## config.mk

```make
export PLATFORM = sky130hd
export DESIGN_NAME = sorted_deadline_timer_queue
export DESIGN_NICKNAME = d
export VERILOG_FILES = /design/src/rtl/sdtq_pkg.sv /design/src/rtl/sdtq_ctrl.sv /design/src/rtl/sdtq_datapath.sv /design/src/rtl/sorted_deadline_timer_queue.sv
export SDC_FILE = /design/constraint.sdc
export NUM_CORES = 2
export LEC_CHECK = 0
export BUFFER_PORTS_ARGS = -buffer_cell sky130_fd_sc_hd__buf_2
export CELL_PAD_IN_SITES_DETAIL_PLACEMENT = 0
export CELL_PAD_IN_SITES_GLOBAL_PLACEMENT = 1
export CORE_UTILIZATION = 50
export DETAILED_ROUTE_END_ITERATION = 16
export PLACE_DENSITY_LB_ADDON = 0.12
export RECOVER_POWER = 100
export SYNTH_ARGS = -nofsm -noshare
export SYNTH_HDL_FRONTEND = slang
export SYNTH_SLANG_ARGS = --single-unit
```

## constraint.sdc

```tcl
create_clock -name clock -period 6.38 [get_ports clock]
set_clock_uncertainty 0.15 [all_clocks]
set_input_delay 1.276 -clock clock [delete_from_list [all_inputs] [get_ports clock]]
set_output_delay 1.276 -clock clock [all_outputs]
set_load 0.05 [all_outputs]
```

## src/rtl/sdtq_pkg.sv

```systemverilog
// Shared types, constants and codes of the sorted deadline timer queue.
package sdtq_pkg;

   // Default number of timer entries held in the queue.
   localparam int DEFAULT_QUEUE_DEPTH = 16;

   // Fixed field widths of the request and result payloads.
   localparam int HANDLE_BITS = 8;
   localparam int TIME_BITS   = 32;
   localparam int COUNT_BITS  = 5;

   // Request operations.
   typedef enum logic [1:0] {
      OP_INSERT = 2'd0,
      OP_DELETE = 2'd1,
      OP_TICK   = 2'd2,
      OP_NOP    = 2'd3
   } op_type;

   // Result status codes.
   typedef enum logic [2:0] {
      STAT_OK        = 3'd0,
      STAT_EXPIRED   = 3'd1,
      STAT_NONE      = 3'd2,
      STAT_FULL      = 3'd3,
      STAT_NOT_FOUND = 3'd4,
      STAT_DUPLICATE = 3'd5
   } status_type;

   // Controller states.
   typedef enum logic [1:0] {
      S_IDLE    = 2'd0,
      S_COMPARE = 2'd1,
      S_EXECUTE = 2'd2,
      S_TICK    = 2'd3
   } state_type;

   // One request.
   typedef struct packed {
      op_type                 operation;
      logic [HANDLE_BITS-1:0] event_handle;
      logic [TIME_BITS-1:0]   deadline;
      logic                   immediate;
      logic [TIME_BITS-1:0]   now;
   } req_type;

   // One result.
   typedef struct packed {
      status_type             status;
      logic [HANDLE_BITS-1:0] expired_handle;
      logic                   fire_immediate;
      logic                   last_result;
      logic [COUNT_BITS-1:0]  active_count;
   } rsp_type;

   // Commands from the controller to the datapath.
   typedef struct packed {
      logic       load_req;
      logic       compare;
      logic       insert;
      logic       remove;
      logic       pop;
      logic       emit;
      status_type status;
      logic       last;
   } cmd_type;

   // Status from the datapath to the controller.
   typedef struct packed {
      op_type operation;
      logic   duplicate;
      logic   full;
      logic   head_expired;
      logic   next_expired;
   } dp_status_type;

endpackage

```

## src/rtl/sdtq_ctrl.sv

```systemverilog
// Controller state machine of the sorted deadline timer queue.
module sdtq_ctrl (
   input  logic                   clock,
   input  logic                   reset,
   input  logic                   start,
   output logic                   busy,
   input  sdtq_pkg::dp_status_type dp_status,
   output sdtq_pkg::cmd_type      cmd
);

   sdtq_pkg::state_type state_ff;
   sdtq_pkg::state_type state_in;

   // State register.
   always_ff @(posedge clock) begin
      if (reset) begin
         state_ff <= sdtq_pkg::S_IDLE;
      end else begin
         state_ff <= state_in;
      end
   end

   // Next state.
   always_comb begin
      state_in = state_ff;
      unique case (state_ff)
         sdtq_pkg::S_IDLE: begin
            if (start) begin
               state_in = sdtq_pkg::S_COMPARE;
            end
         end
         sdtq_pkg::S_COMPARE: begin
            if (dp_status.operation == sdtq_pkg::OP_TICK) begin
               state_in = sdtq_pkg::S_TICK;
            end else begin
               state_in = sdtq_pkg::S_EXECUTE;
            end
         end
         sdtq_pkg::S_EXECUTE: begin
            state_in = sdtq_pkg::S_IDLE;
         end
         sdtq_pkg::S_TICK: begin
            // Stay while another expired entry follows the head.
            if (!(dp_status.head_expired && dp_status.next_expired)) begin
               state_in = sdtq_pkg::S_IDLE;
            end
         end
         default: state_in = sdtq_pkg::S_IDLE;
      endcase
   end

   // Outputs.
   always_comb begin
      cmd          = '0;
      cmd.status   = sdtq_pkg::STAT_OK;
      busy         = (state_ff != sdtq_pkg::S_IDLE);
      unique case (state_ff)
         sdtq_pkg::S_IDLE: begin
            cmd.load_req = start;
         end
         sdtq_pkg::S_COMPARE: begin
            cmd.compare = 1'b1;
         end
         sdtq_pkg::S_EXECUTE: begin
            cmd.emit = 1'b1;
            cmd.last = 1'b1;
            priority case (dp_status.operation)
               sdtq_pkg::OP_INSERT: begin
                  if (dp_status.duplicate) begin
                     cmd.status = sdtq_pkg::STAT_DUPLICATE;
                  end else if (dp_status.full) begin
                     cmd.status = sdtq_pkg::STAT_FULL;
                  end else begin
                     cmd.insert = 1'b1;
                  end
               end
               sdtq_pkg::OP_DELETE: begin
                  if (dp_status.duplicate) begin
                     cmd.remove = 1'b1;
                  end else begin
                     cmd.status = sdtq_pkg::STAT_NOT_FOUND;
                  end
               end
               default: cmd.status = sdtq_pkg::STAT_OK;
            endcase
         end
         sdtq_pkg::S_TICK: begin
            cmd.emit = 1'b1;
            if (dp_status.head_expired) begin
               cmd.pop    = 1'b1;
               cmd.status = sdtq_pkg::STAT_EXPIRED;
               cmd.last   = !dp_status.next_expired;
            end else begin
               cmd.status = sdtq_pkg::STAT_NONE;
               cmd.last   = 1'b1;
            end
         end
         default: cmd.status = sdtq_pkg::STAT_OK;
      endcase
   end

endmodule

```

## src/rtl/sdtq_datapath.sv

```systemverilog
// Datapath of the sorted deadline timer queue: the shifting sorted entry chain.
module sdtq_datapath #(
   parameter int QUEUE_DEPTH = sdtq_pkg::DEFAULT_QUEUE_DEPTH
) (
   input  logic                    clock,
   input  logic                    reset,
   input  sdtq_pkg::req_type       req_payload,
   input  sdtq_pkg::cmd_type       cmd,
   output sdtq_pkg::dp_status_type dp_status,
   output logic                    rsp_strobe,
   output sdtq_pkg::rsp_type       rsp_payload
);

   localparam int CW = $clog2(QUEUE_DEPTH + 1);

   // Latched request.
   sdtq_pkg::req_type req_ff;

   // Entry chain, earliest deadline in cell zero.
   logic [sdtq_pkg::TIME_BITS-1:0]   deadline_ff [QUEUE_DEPTH];
   logic [sdtq_pkg::TIME_BITS-1:0]   deadline_in [QUEUE_DEPTH];
   logic [sdtq_pkg::HANDLE_BITS-1:0] handle_ff   [QUEUE_DEPTH];
   logic [sdtq_pkg::HANDLE_BITS-1:0] handle_in   [QUEUE_DEPTH];
   logic                             imm_ff      [QUEUE_DEPTH];
   logic                             imm_in      [QUEUE_DEPTH];
   logic [CW-1:0]                    count_ff;
   logic [CW-1:0]                    count_in;

   // Per-cell compare flags, registered between compare and execute.
   logic [QUEUE_DEPTH-1:0] gt_ff;
   logic [QUEUE_DEPTH-1:0] gt_in;
   logic [QUEUE_DEPTH-1:0] match_ff;
   logic [QUEUE_DEPTH-1:0] match_in;

   // Registered result.
   logic              rsp_strobe_ff;
   sdtq_pkg::rsp_type rsp_ff;
   sdtq_pkg::rsp_type rsp_in;

   // Request latch.
   always_ff @(posedge clock) begin
      if (cmd.load_req) begin
         req_ff <= req_payload;
      end
   end

   // Each cell compares its own deadline and handle with the request.
   for (genvar g = 0; g < QUEUE_DEPTH; g++) begin : g_cmp
      logic cell_valid;
      assign cell_valid  = (CW'(g) < count_ff);
      assign gt_in[g]    = cell_valid && (deadline_ff[g] > req_ff.deadline);
      assign match_in[g] = cell_valid && (handle_ff[g] == req_ff.event_handle);
   end

   always_ff @(posedge clock) begin
      if (cmd.compare) begin
         gt_ff    <= gt_in;
         match_ff <= match_in;
      end
   end

   // Next contents of each cell: hold, take the new entry, or shift.
   for (genvar g = 0; g < QUEUE_DEPTH; g++) begin : g_cell
      logic [sdtq_pkg::TIME_BITS-1:0]   up_deadline;
      logic [sdtq_pkg::HANDLE_BITS-1:0] up_handle;
      logic                             up_imm;
      logic [sdtq_pkg::TIME_BITS-1:0]   dn_deadline;
      logic [sdtq_pkg::HANDLE_BITS-1:0] dn_handle;
      logic                             dn_imm;
      logic                             from_prev;
      logic                             take_new;
      logic                             from_next;
      logic [QUEUE_DEPTH-1:0]           low_mask;

      // Neighbour towards the head.
      if (g > 0) begin : g_up
         assign up_deadline = deadline_ff[g-1];
         assign up_handle   = handle_ff[g-1];
         assign up_imm      = imm_ff[g-1];
         assign from_prev   = gt_ff[g-1];
      end else begin : g_up_none
         assign up_deadline = deadline_ff[g];
         assign up_handle   = handle_ff[g];
         assign up_imm      = imm_ff[g];
         assign from_prev   = 1'b0;
      end

      // Neighbour towards the tail.
      if (g < QUEUE_DEPTH - 1) begin : g_dn
         assign dn_deadline = deadline_ff[g+1];
         assign dn_handle   = handle_ff[g+1];
         assign dn_imm      = imm_ff[g+1];
      end else begin : g_dn_none
         assign dn_deadline = deadline_ff[g];
         assign dn_handle   = handle_ff[g];
         assign dn_imm      = imm_ff[g];
      end

      // A cell at or after the deleted handle takes its tail neighbour.
      assign low_mask  = {QUEUE_DEPTH{1'b1}} >> (QUEUE_DEPTH - 1 - g);
      assign from_next = |(match_ff & low_mask);
      assign take_new  = !from_prev && (gt_ff[g] || (count_ff == CW'(g)));

      always_comb begin
         priority if (cmd.insert && from_prev) begin
            deadline_in[g] = up_deadline;
            handle_in[g]   = up_handle;
            imm_in[g]      = up_imm;
         end else if (cmd.insert && take_new) begin
            deadline_in[g] = req_ff.deadline;
            handle_in[g]   = req_ff.event_handle;
            imm_in[g]      = req_ff.immediate;
         end else if (cmd.pop || (cmd.remove && from_next)) begin
            deadline_in[g] = dn_deadline;
            handle_in[g]   = dn_handle;
            imm_in[g]      = dn_imm;
         end else begin
            deadline_in[g] = deadline_ff[g];
            handle_in[g]   = handle_ff[g];
            imm_in[g]      = imm_ff[g];
         end
      end
   end

   always_ff @(posedge clock) begin
      deadline_ff <= deadline_in;
      handle_ff   <= handle_in;
      imm_ff      <= imm_in;
   end

   // Entry count.
   always_comb begin
      priority if (cmd.insert) begin
         count_in = count_ff + CW'(1);
      end else if (cmd.remove || cmd.pop) begin
         count_in = count_ff - CW'(1);
      end else begin
         count_in = count_ff;
      end
   end

   always_ff @(posedge clock) begin
      if (reset) begin
         count_ff <= '0;
      end else begin
         count_ff <= count_in;
      end
   end

   // Status towards the controller.
   assign dp_status.operation    = req_ff.operation;
   assign dp_status.duplicate    = |match_ff;
   assign dp_status.full         = (count_ff == CW'(QUEUE_DEPTH));
   assign dp_status.head_expired = (count_ff != '0) && (deadline_ff[0] <= req_ff.now);
   assign dp_status.next_expired = (count_ff > CW'(1)) && (deadline_ff[1] <= req_ff.now);

   // Result register.
   always_comb begin
      rsp_in.status         = cmd.status;
      rsp_in.expired_handle = cmd.pop ? handle_ff[0] : '0;
      rsp_in.fire_immediate = cmd.pop ? imm_ff[0] : 1'b0;
      rsp_in.last_result    = cmd.last;
      rsp_in.active_count   = sdtq_pkg::COUNT_BITS'(count_in);
   end

   always_ff @(posedge clock) begin
      if (reset) begin
         rsp_strobe_ff <= 1'b0;
      end else begin
         rsp_strobe_ff <= cmd.emit;
      end
   end

   always_ff @(posedge clock) begin
      if (cmd.emit) begin
         rsp_ff <= rsp_in;
      end
   end

   assign rsp_strobe  = rsp_strobe_ff;
   assign rsp_payload = rsp_ff;

endmodule

```

## src/rtl/sorted_deadline_timer_queue.sv

```systemverilog
// Top level of the sorted deadline timer queue.
//
// Holds up to QUEUE_DEPTH timers in a register chain sorted by deadline, earliest first.
// A request is taken when start is high and busy is low. Insert, delete and the unused
// operation go through these steps in order: the request is latched, every cell compares
// its deadline and handle in parallel, and the chain shifts; the result follows on the next
// cycle with rsp_strobe high. A tick is latched and compared alike; then the chain pops one
// entry from its head each cycle while the head has expired (a tick with none expired gives
// one result). Each result is shown for exactly one cycle and cannot be held off, so the
// receiver must take it then. The request ends with the result that has last_result set.
module sorted_deadline_timer_queue #(
   parameter int QUEUE_DEPTH = sdtq_pkg::DEFAULT_QUEUE_DEPTH
) (
   input  logic              clock,
   input  logic              reset,
   input  logic              start,
   output logic              busy,
   input  sdtq_pkg::req_type req_payload,
   output logic              rsp_strobe,
   output sdtq_pkg::rsp_type rsp_payload
);

   sdtq_pkg::cmd_type       cmd;
   sdtq_pkg::dp_status_type dp_status;

   // Controller.
   sdtq_ctrl u_ctrl (
      .clock     (clock),
      .reset     (reset),
      .start     (start),
      .busy      (busy),
      .dp_status (dp_status),
      .cmd       (cmd)
   );

   // Entry chain and result register.
   sdtq_datapath #(
      .QUEUE_DEPTH (QUEUE_DEPTH)
   ) u_datapath (
      .clock       (clock),
      .reset       (reset),
      .req_payload (req_payload),
      .cmd         (cmd),
      .dp_status   (dp_status),
      .rsp_strobe  (rsp_strobe),
      .rsp_payload (rsp_payload)
   );

   // An accepted request keeps the block busy on the next cycle.
   assert property (@(posedge clock) disable iff (reset)
      (start && !busy) |=> busy)
      else $error("block not busy after accepting a request");

   // No result directly follows the last result of a request.
   assert property (@(posedge clock) disable iff (reset)
      (rsp_strobe && rsp_payload.last_result) |=> !rsp_strobe)
      else $error("result follows the last result of a request");

   // Only expired entries can be followed by further results of the same request.
   assert property (@(posedge clock) disable iff (reset)
      (rsp_strobe && (rsp_payload.status != sdtq_pkg::STAT_EXPIRED))
         |-> rsp_payload.last_result)
      else $error("single result without last marker");

   // A full rejection reports a full queue.
   assert property (@(posedge clock) disable iff (reset)
      (rsp_strobe && (rsp_payload.status == sdtq_pkg::STAT_FULL))
         |-> (rsp_payload.active_count == sdtq_pkg::COUNT_BITS'(QUEUE_DEPTH)))
      else $error("full rejection with queue not full");

endmodule
```

Word-level counts from Yosys, hierarchy flattened
Cells that the tools add are included.
{"block": "classes", "shift": 0, "addsub": 2, "n_mux": 160, "bitwise_logic": 0, "n_mul": 0, "n_reduce_logical": 181, "eq_ne": 39, "n_div": 0, "n_lt_le_gt_ge": 35}
{"cell": "two-way mux 32 bit", "n": 46}
{"cell": "greater-than comparator 32 bit", "n": 16}
{"cell": "two-way mux 8 bit", "n": 46}
{"cell": "== test 8 bit", "n": 16}
{"cell": "logical AND 1 bit", "n": 96}
{"cell": "<= comparator 32 bit", "n": 2}
{"cell": "two-way mux 1 bit", "n": 56}
{"cell": "nonzero test 3 bit", "n": 14}
{"cell": "== test 5 x 4 -> 1 bit, second input constant", "n": 8}
{"cell": "< comparator 4 x 5 -> 1 bit, first input constant", "n": 8}
{"cell": "logical OR 1 bit", "n": 32}
{"cell": "== test 5 x 3 -> 1 bit, second input constant", "n": 4}
{"cell": "< comparator 3 x 5 -> 1 bit, first input constant", "n": 4}
{"cell": "zero test 1 bit", "n": 16}
{"cell": "OR reduction 16 bit", "n": 1}
{"cell": "OR reduction 15 bit", "n": 1}
{"cell": "OR reduction 14 bit", "n": 1}
{"cell": "OR reduction 13 bit", "n": 1}
{"cell": "OR reduction 12 bit", "n": 1}
{"cell": "OR reduction 11 bit", "n": 1}
{"cell": "== test 5 x 2 -> 1 bit, second input constant", "n": 2}
{"cell": "< comparator 1 x 5 -> 1 bit, first input constant", "n": 2}
{"cell": "< comparator 2 x 5 -> 1 bit, first input constant", "n": 2}
{"cell": "two-way mux 5 bit", "n": 2}
{"cell": "other kinds (27)", "n": 39}
{"block": "word_totals", "regBits": 789, "ram_bits": 0, "out_inout_bits": 20, "latch_bits": 0, "in_bits": 78, "n_memories": 0, "word_cells": 480, "mem_bits_ro": 0}

Depth between registers and ports, before layout
{"block": "logic_depth", "ltp_word": 10, "mapped_depth": 11, "ltp_nobuf": 10}

Hierarchy
Synthesis repeated with hierarchy kept, for this count alone.
{"block": "unflattened", "cells_unflattened": 4670, "area_unflattened_um2": 49560.0}
{"module": "sdtq_datapath", "cells_each": 4641, "seq_area_each_um2": 23572.6, "n_inst": 1, "area_per_inst_um2": 49344.8}
{"module": "sdtq_ctrl", "cells_each": 29, "seq_area_each_um2": 40.0, "n_inst": 1, "area_per_inst_um2": 215.2}

Worst setup path before layout
No wires, ideal clock.
{"block": "synth_timing", "kind": "input to register", "startpoint": "in start", "endpoint": "reg u_datapath.req_ff, in the netlist u_datapath.dp_status[4] (enable)", "setup_time_ps": 511, "slack_ps": 1269, "arrival_time_ps": 4451, "t_required_ps": 5719, "path_stages": 2, "path_buffers": 0, "cell_sequence": "inv_1 > nor2_1"}
{"element": "from (decl)", "line_no": "sorted_deadline_timer_queue.sv:16", "text": "input logic start,"}
{"element": "to (signal assigned)", "line_no": "sdtq_datapath.sv:43", "text": "req_ff <= req_payload;"}
{"element": "to (decl)", "line_no": "sdtq_datapath.sv:17", "text": "sdtq_pkg::req_type req_ff;"}

Worst setup path after layout
{"block": "layout_timing", "startpoint": "reg u_ctrl.state_ff[1]", "endpoint": "reg u_datapath.deadline_ff, in the netlist u_datapath.g_cell[13].dn_deadline[4] (enable)"}
{"block": "layout_via", "elab_chain_cells": 5, "word_cells_on_any_way": 9, "cone_classes": "eq/ne (2); mux (2); reduce/logical (5)"}
{"element": "from (decl)", "line_no": "sdtq_ctrl.sv:11", "text": "sdtq_pkg::state_type state_ff;"}
{"element": "from (signal assigned)", "line_no": "sdtq_ctrl.sv:17", "text": "state_ff <= sdtq_pkg::S_IDLE;"}
{"element": "from (signal assigned)", "line_no": "sdtq_ctrl.sv:19", "text": "state_ff <= state_in;"}
{"element": "== test 2 bit", "line_no": "sdtq_ctrl.sv:57", "text": "unique case (state_ff)"}
{"element": "two-way mux 2 bit", "line_no": "sdtq_ctrl.sv:57"}
{"element": "logical AND 1 bit", "line_no": "sdtq_datapath.sv:113", "text": "end else if (cmd.pop || (cmd.remove && from_next)) begin"}
{"element": "logical OR 1 bit", "line_no": "sdtq_datapath.sv:113"}
{"element": "nonzero test 3 bit (no line) *"}
{"element": "to (signal assigned)", "line_no": "sdtq_datapath.sv:126", "text": "deadline_ff <= deadline_in;"}
{"element": "to (decl)", "line_no": "sdtq_datapath.sv:20", "text": "logic [sdtq_pkg::TIME_BITS-1:0] deadline_ff [QUEUE_DEPTH];"}
Every way passes the cells marked *; elsewhere a longest branch is shown, timed or not.
A chain may end at the register's enable or synchronous reset.

==> reports/qor.txt <==
setup slack after layout: 0.987 ns
DRT antenna net count: 0
post-synthesis average cell area: 10.2 um2
share of the synthesized area in the top cell type: 0.468
Top Ports: 98
most numerous cell in the Yosys netlist: nand2_1
arrival time of the worst setup path: 5.51 ns
max cap viols: 11
cells traversed along the worst timing path: clkbuf_1 > nor4b_1 > buf_4 > nand4_1 > nor2_1 > o21ai_0 > nand3_2 > clkbuf_2
hold buffers post-CTS: 0
Gate Count Post-Synth: 4914
number of antenna cells inserted: 0
maximum fanout along the worst path: 41
met2 Use GR: 0.472
worst endpoint required time: 6.50 ns
effective utilization at floorplan: 0.507
vertical die dimension: 319 um
final number of max-transition violations: 382
Port-buffer cells: 97
global routing met3 resource utilization: 0.0474
master of the slowest instance on the critical path: clkbuf_1
Crit path max-delay family: buffers and inverters
path type of the worst min-delay path: reg -> reg
violated checks: capacitance limit, slew limit
sum of negative setup slack: 0 ns
crit path capture: u_datapath.g_cell[13].dn_deadline[4]
Unique masters post-synth: 69
number of storage elements in the synthesis netlist: 789
area delta synth->final: 8.73%
number of filler cells placed in the layout: 8975
via total after detailed routing: 39600
Die Wd: 319 um
CP Capture Type: register
category of the critical setup timing path: reg -> reg
global router's overall resource usage: 0.305
Top FF cell, synth: edfxtp_1
Post-CTS Setup Bufs: 0
area of the die: 102000 um2
via count of the first global-routing pass: 39100
wire per inst: 24.9 um
depth of the CTS H-tree: 3
post-layout power: 0.0121 W
outcome: complete, but fails checks
dominant cells by area after synthesis: edfxtp_1 47%, ha_1 15%, nand2_1 6.8%, a22oi_1 5.2%, a21oi_1 3.9%
clock period minus final worst setup slack: 5.39 ns
Detailed Place HPWL: 119000 um
Root Buffer Master: clkbuf_16
FP Rows: 115
global-route wire length before repair: 240000 um
post-CTS resize count: 0
RSZ-0062 raised after global routing: no
number of clock sinks: 789
share of post-route cells with drive strength above 1: 0.0765
worst-case register-to-register setup slack: 0.99 ns
synthesized area: 50100 um2
cell leakage power: 21.5 nW
number of hold violations in the final report: 0
pin count of the biggest net entering global routing: 72
worst-case headroom to the max-slew limit: -1.09
clock latency on the worst-skew pair: 0.68 ns
worst vdd rail ir drop: 0.000219 V
startpoint type of the worst setup path: register
RR Endpoint: u_datapath.g_cell[13].dn_deadline[4]
Yosys warning total: 0
net count after synthesis: 5573
worst setup slack after placement: 1.89 ns
R2R depth: 8
cell taking the most area after synthesis: edfxtp_1
share of the cycle needed by the critical path after routing: 0.845
residual DRC count: 0
wire length after detailed routing: 157000 um
CTS tree: done
most used routing layer in global routing: met2
number of nets in the finished design: 5593
Post-synth ARST share: 0
met1 GRT Util: 0.431
share of synthesized area occupied by flip-flops and latches: 0.471
commonest cells in the netlist: 908 x nand2_1, 781 x edfxtp_1, 581 x ha_1, 395 x a21oi_1, 345 x a22oi_1
CP Launch Point: u_ctrl.state_ff[1]
number of iterations in the first detailed-routing pass: 8
antenna violations before repair: 1
biggest cell delay along the critical path: 1.26 ns
Least-Margin Pin Slew: 3.13 ns
Vias per Instance: 6.29
routability congestion estimate from global placement: 0.929
Stages on worst setup path: 8
clock transition at the register clock pins on the worst setup and hold paths after CTS: 0.06 ns
maximum clock insertion buffer count: 3
highest clock rate: 185 MHz
launching point of the worst reg2reg path: u_ctrl.state_ff[1]
Placeable Area: 98900 um2
Pwr Density: 222 nW/um2
# setup viols final: 0
number of buffers inserted during clock tree synthesis: 94
worst path bufs/invs: 3
Post-synth EDFFs: 781
number of DRC violations after detailed-routing iteration 0: 3933
total grt overflow: 0
[layer usage]
metal	share of wire	vias up
met5	0	-
met4	0.037	0
met3	0.072	261
met2	0.44	1589
met1	0.45	19100
li1	-	18600
[registers in the layout (all words and copies together) (netlist names)]
signal and count:
u_datapath.g_cell.dn_deadline 416, u_datapath.g_cell.up_imm 3, u_datapath.g_cell.dn_imm 13, u_datapath.g_cell.dn_handle 104, u_datapath.match_ff 16, u_ctrl.state_ff 2, u_datapath.g_cell.up_deadline 96, u_datapath.req_ff 73
u_datapath.gt_ff 16, u_datapath.g_cell.up_handle 24, u_datapath.rsp_strobe 1, u_datapath.rsp_payload 18, u_datapath.dp_status 2, u_datapath.count_ff 5
[kinds of logic after synthesis]
family / share of synthesized area
AOI/OAI and AO/OA: 0.181
xor gates and xnor gates: 0.0227
adders and majority gates: 0.145
buffers and inverters: 0.0340
DFF: 0.471
muxes: 0.00981
and+or+nand+nor: 0.136
[worst register-to-register path, stage by stage (launching register included)]
cell and delay, ns:
dfxtp_1 0.31, clkbuf_1 1.26, nor4b_1 0.34, buf_4 0.22, nand4_1 0.25, nor2_1 0.74
o21ai_0 0.47, nand3_2 0.18, clkbuf_2 1.03
[report_power, final]
group | internal [W] | leakage [nW] | switching (W)
sequential | 0.00576 | 7.18 | 0.000118
clock | 0.00292 | 1.40 | 0.00221
combinational | 0.000397 | 12.9 | 0.000720
total | 0.00908 | 21.5 | 0.00304
[placed cells by master, fill, tap and decap left out, types with 55 or more instances in the layout]
cell type and count:
a21o_1 95, a21oi_1 395, a22oi_1 380, buf_2 63
buf_4 99, clkbuf_1 69, clkbuf_16 97, edfxtp_1 781
ha_1 581, inv_1 108, nand2_1 904, nand4_1 128
nor2_1 256, nor2b_1 55, o21ai_0 151, o22ai_1 241
xnor2_1 102
[worst min path at each step]
stage                                   startpoint  depth (start not counted)                                   to
2_1_floorplan          u_datapath.g_cell[1].dn_imm                          2          u_datapath.g_cell[0].dn_imm
3_3_place_gp          u_datapath.g_cell[10].up_imm                          2          u_datapath.g_cell[7].dn_imm
3_5_place_dp           u_datapath.g_cell[0].dn_imm                          2          u_datapath.g_cell[0].up_imm
4_1_cts                u_datapath.g_cell[0].dn_imm                          2          u_datapath.g_cell[0].up_imm
5_1_grt                u_datapath.g_cell[0].dn_imm                          2          u_datapath.g_cell[0].up_imm
6_report       u_datapath.g_cell[1].dn_deadline[2]                          2  u_datapath.g_cell[0].dn_deadline[2]
[stage by stage]
stage / util / cell area (um2) / cells / hold WS [ns]
final: 0.551 / 54500 / 6293 / 0.431
after global routing: 0.551 / 54500 / 6293 / 0.451
after CTS: 0.556 / 54900 / 6293 / 0.429
after detailed placement: 0.527 / 52100 / 6125 / 0.402
after global placement: 0.527 / 52100 / 6125 / 0.408
after floorplan: - / 50100 / 4914 / 0.360
[final cells by class]
| cell class | instances | area [um2] | area share |
|---|---|---|---|
| repair buffers | 220 | 1290 | 0.0236 |
| well taps | 1287 | 1610 | 0.0295 |
| multi-input cells | 3720 | 24800 | 0.454 |
| clock inverters | 50 | 328 | 0.00601 |
| flip-flops and latches | 789 | 23600 | 0.433 |
| inverters | 109 | 409 | 0.00751 |
| clock buffers | 118 | 2510 | 0.0460 |
(Power assumes the default switching activity.)
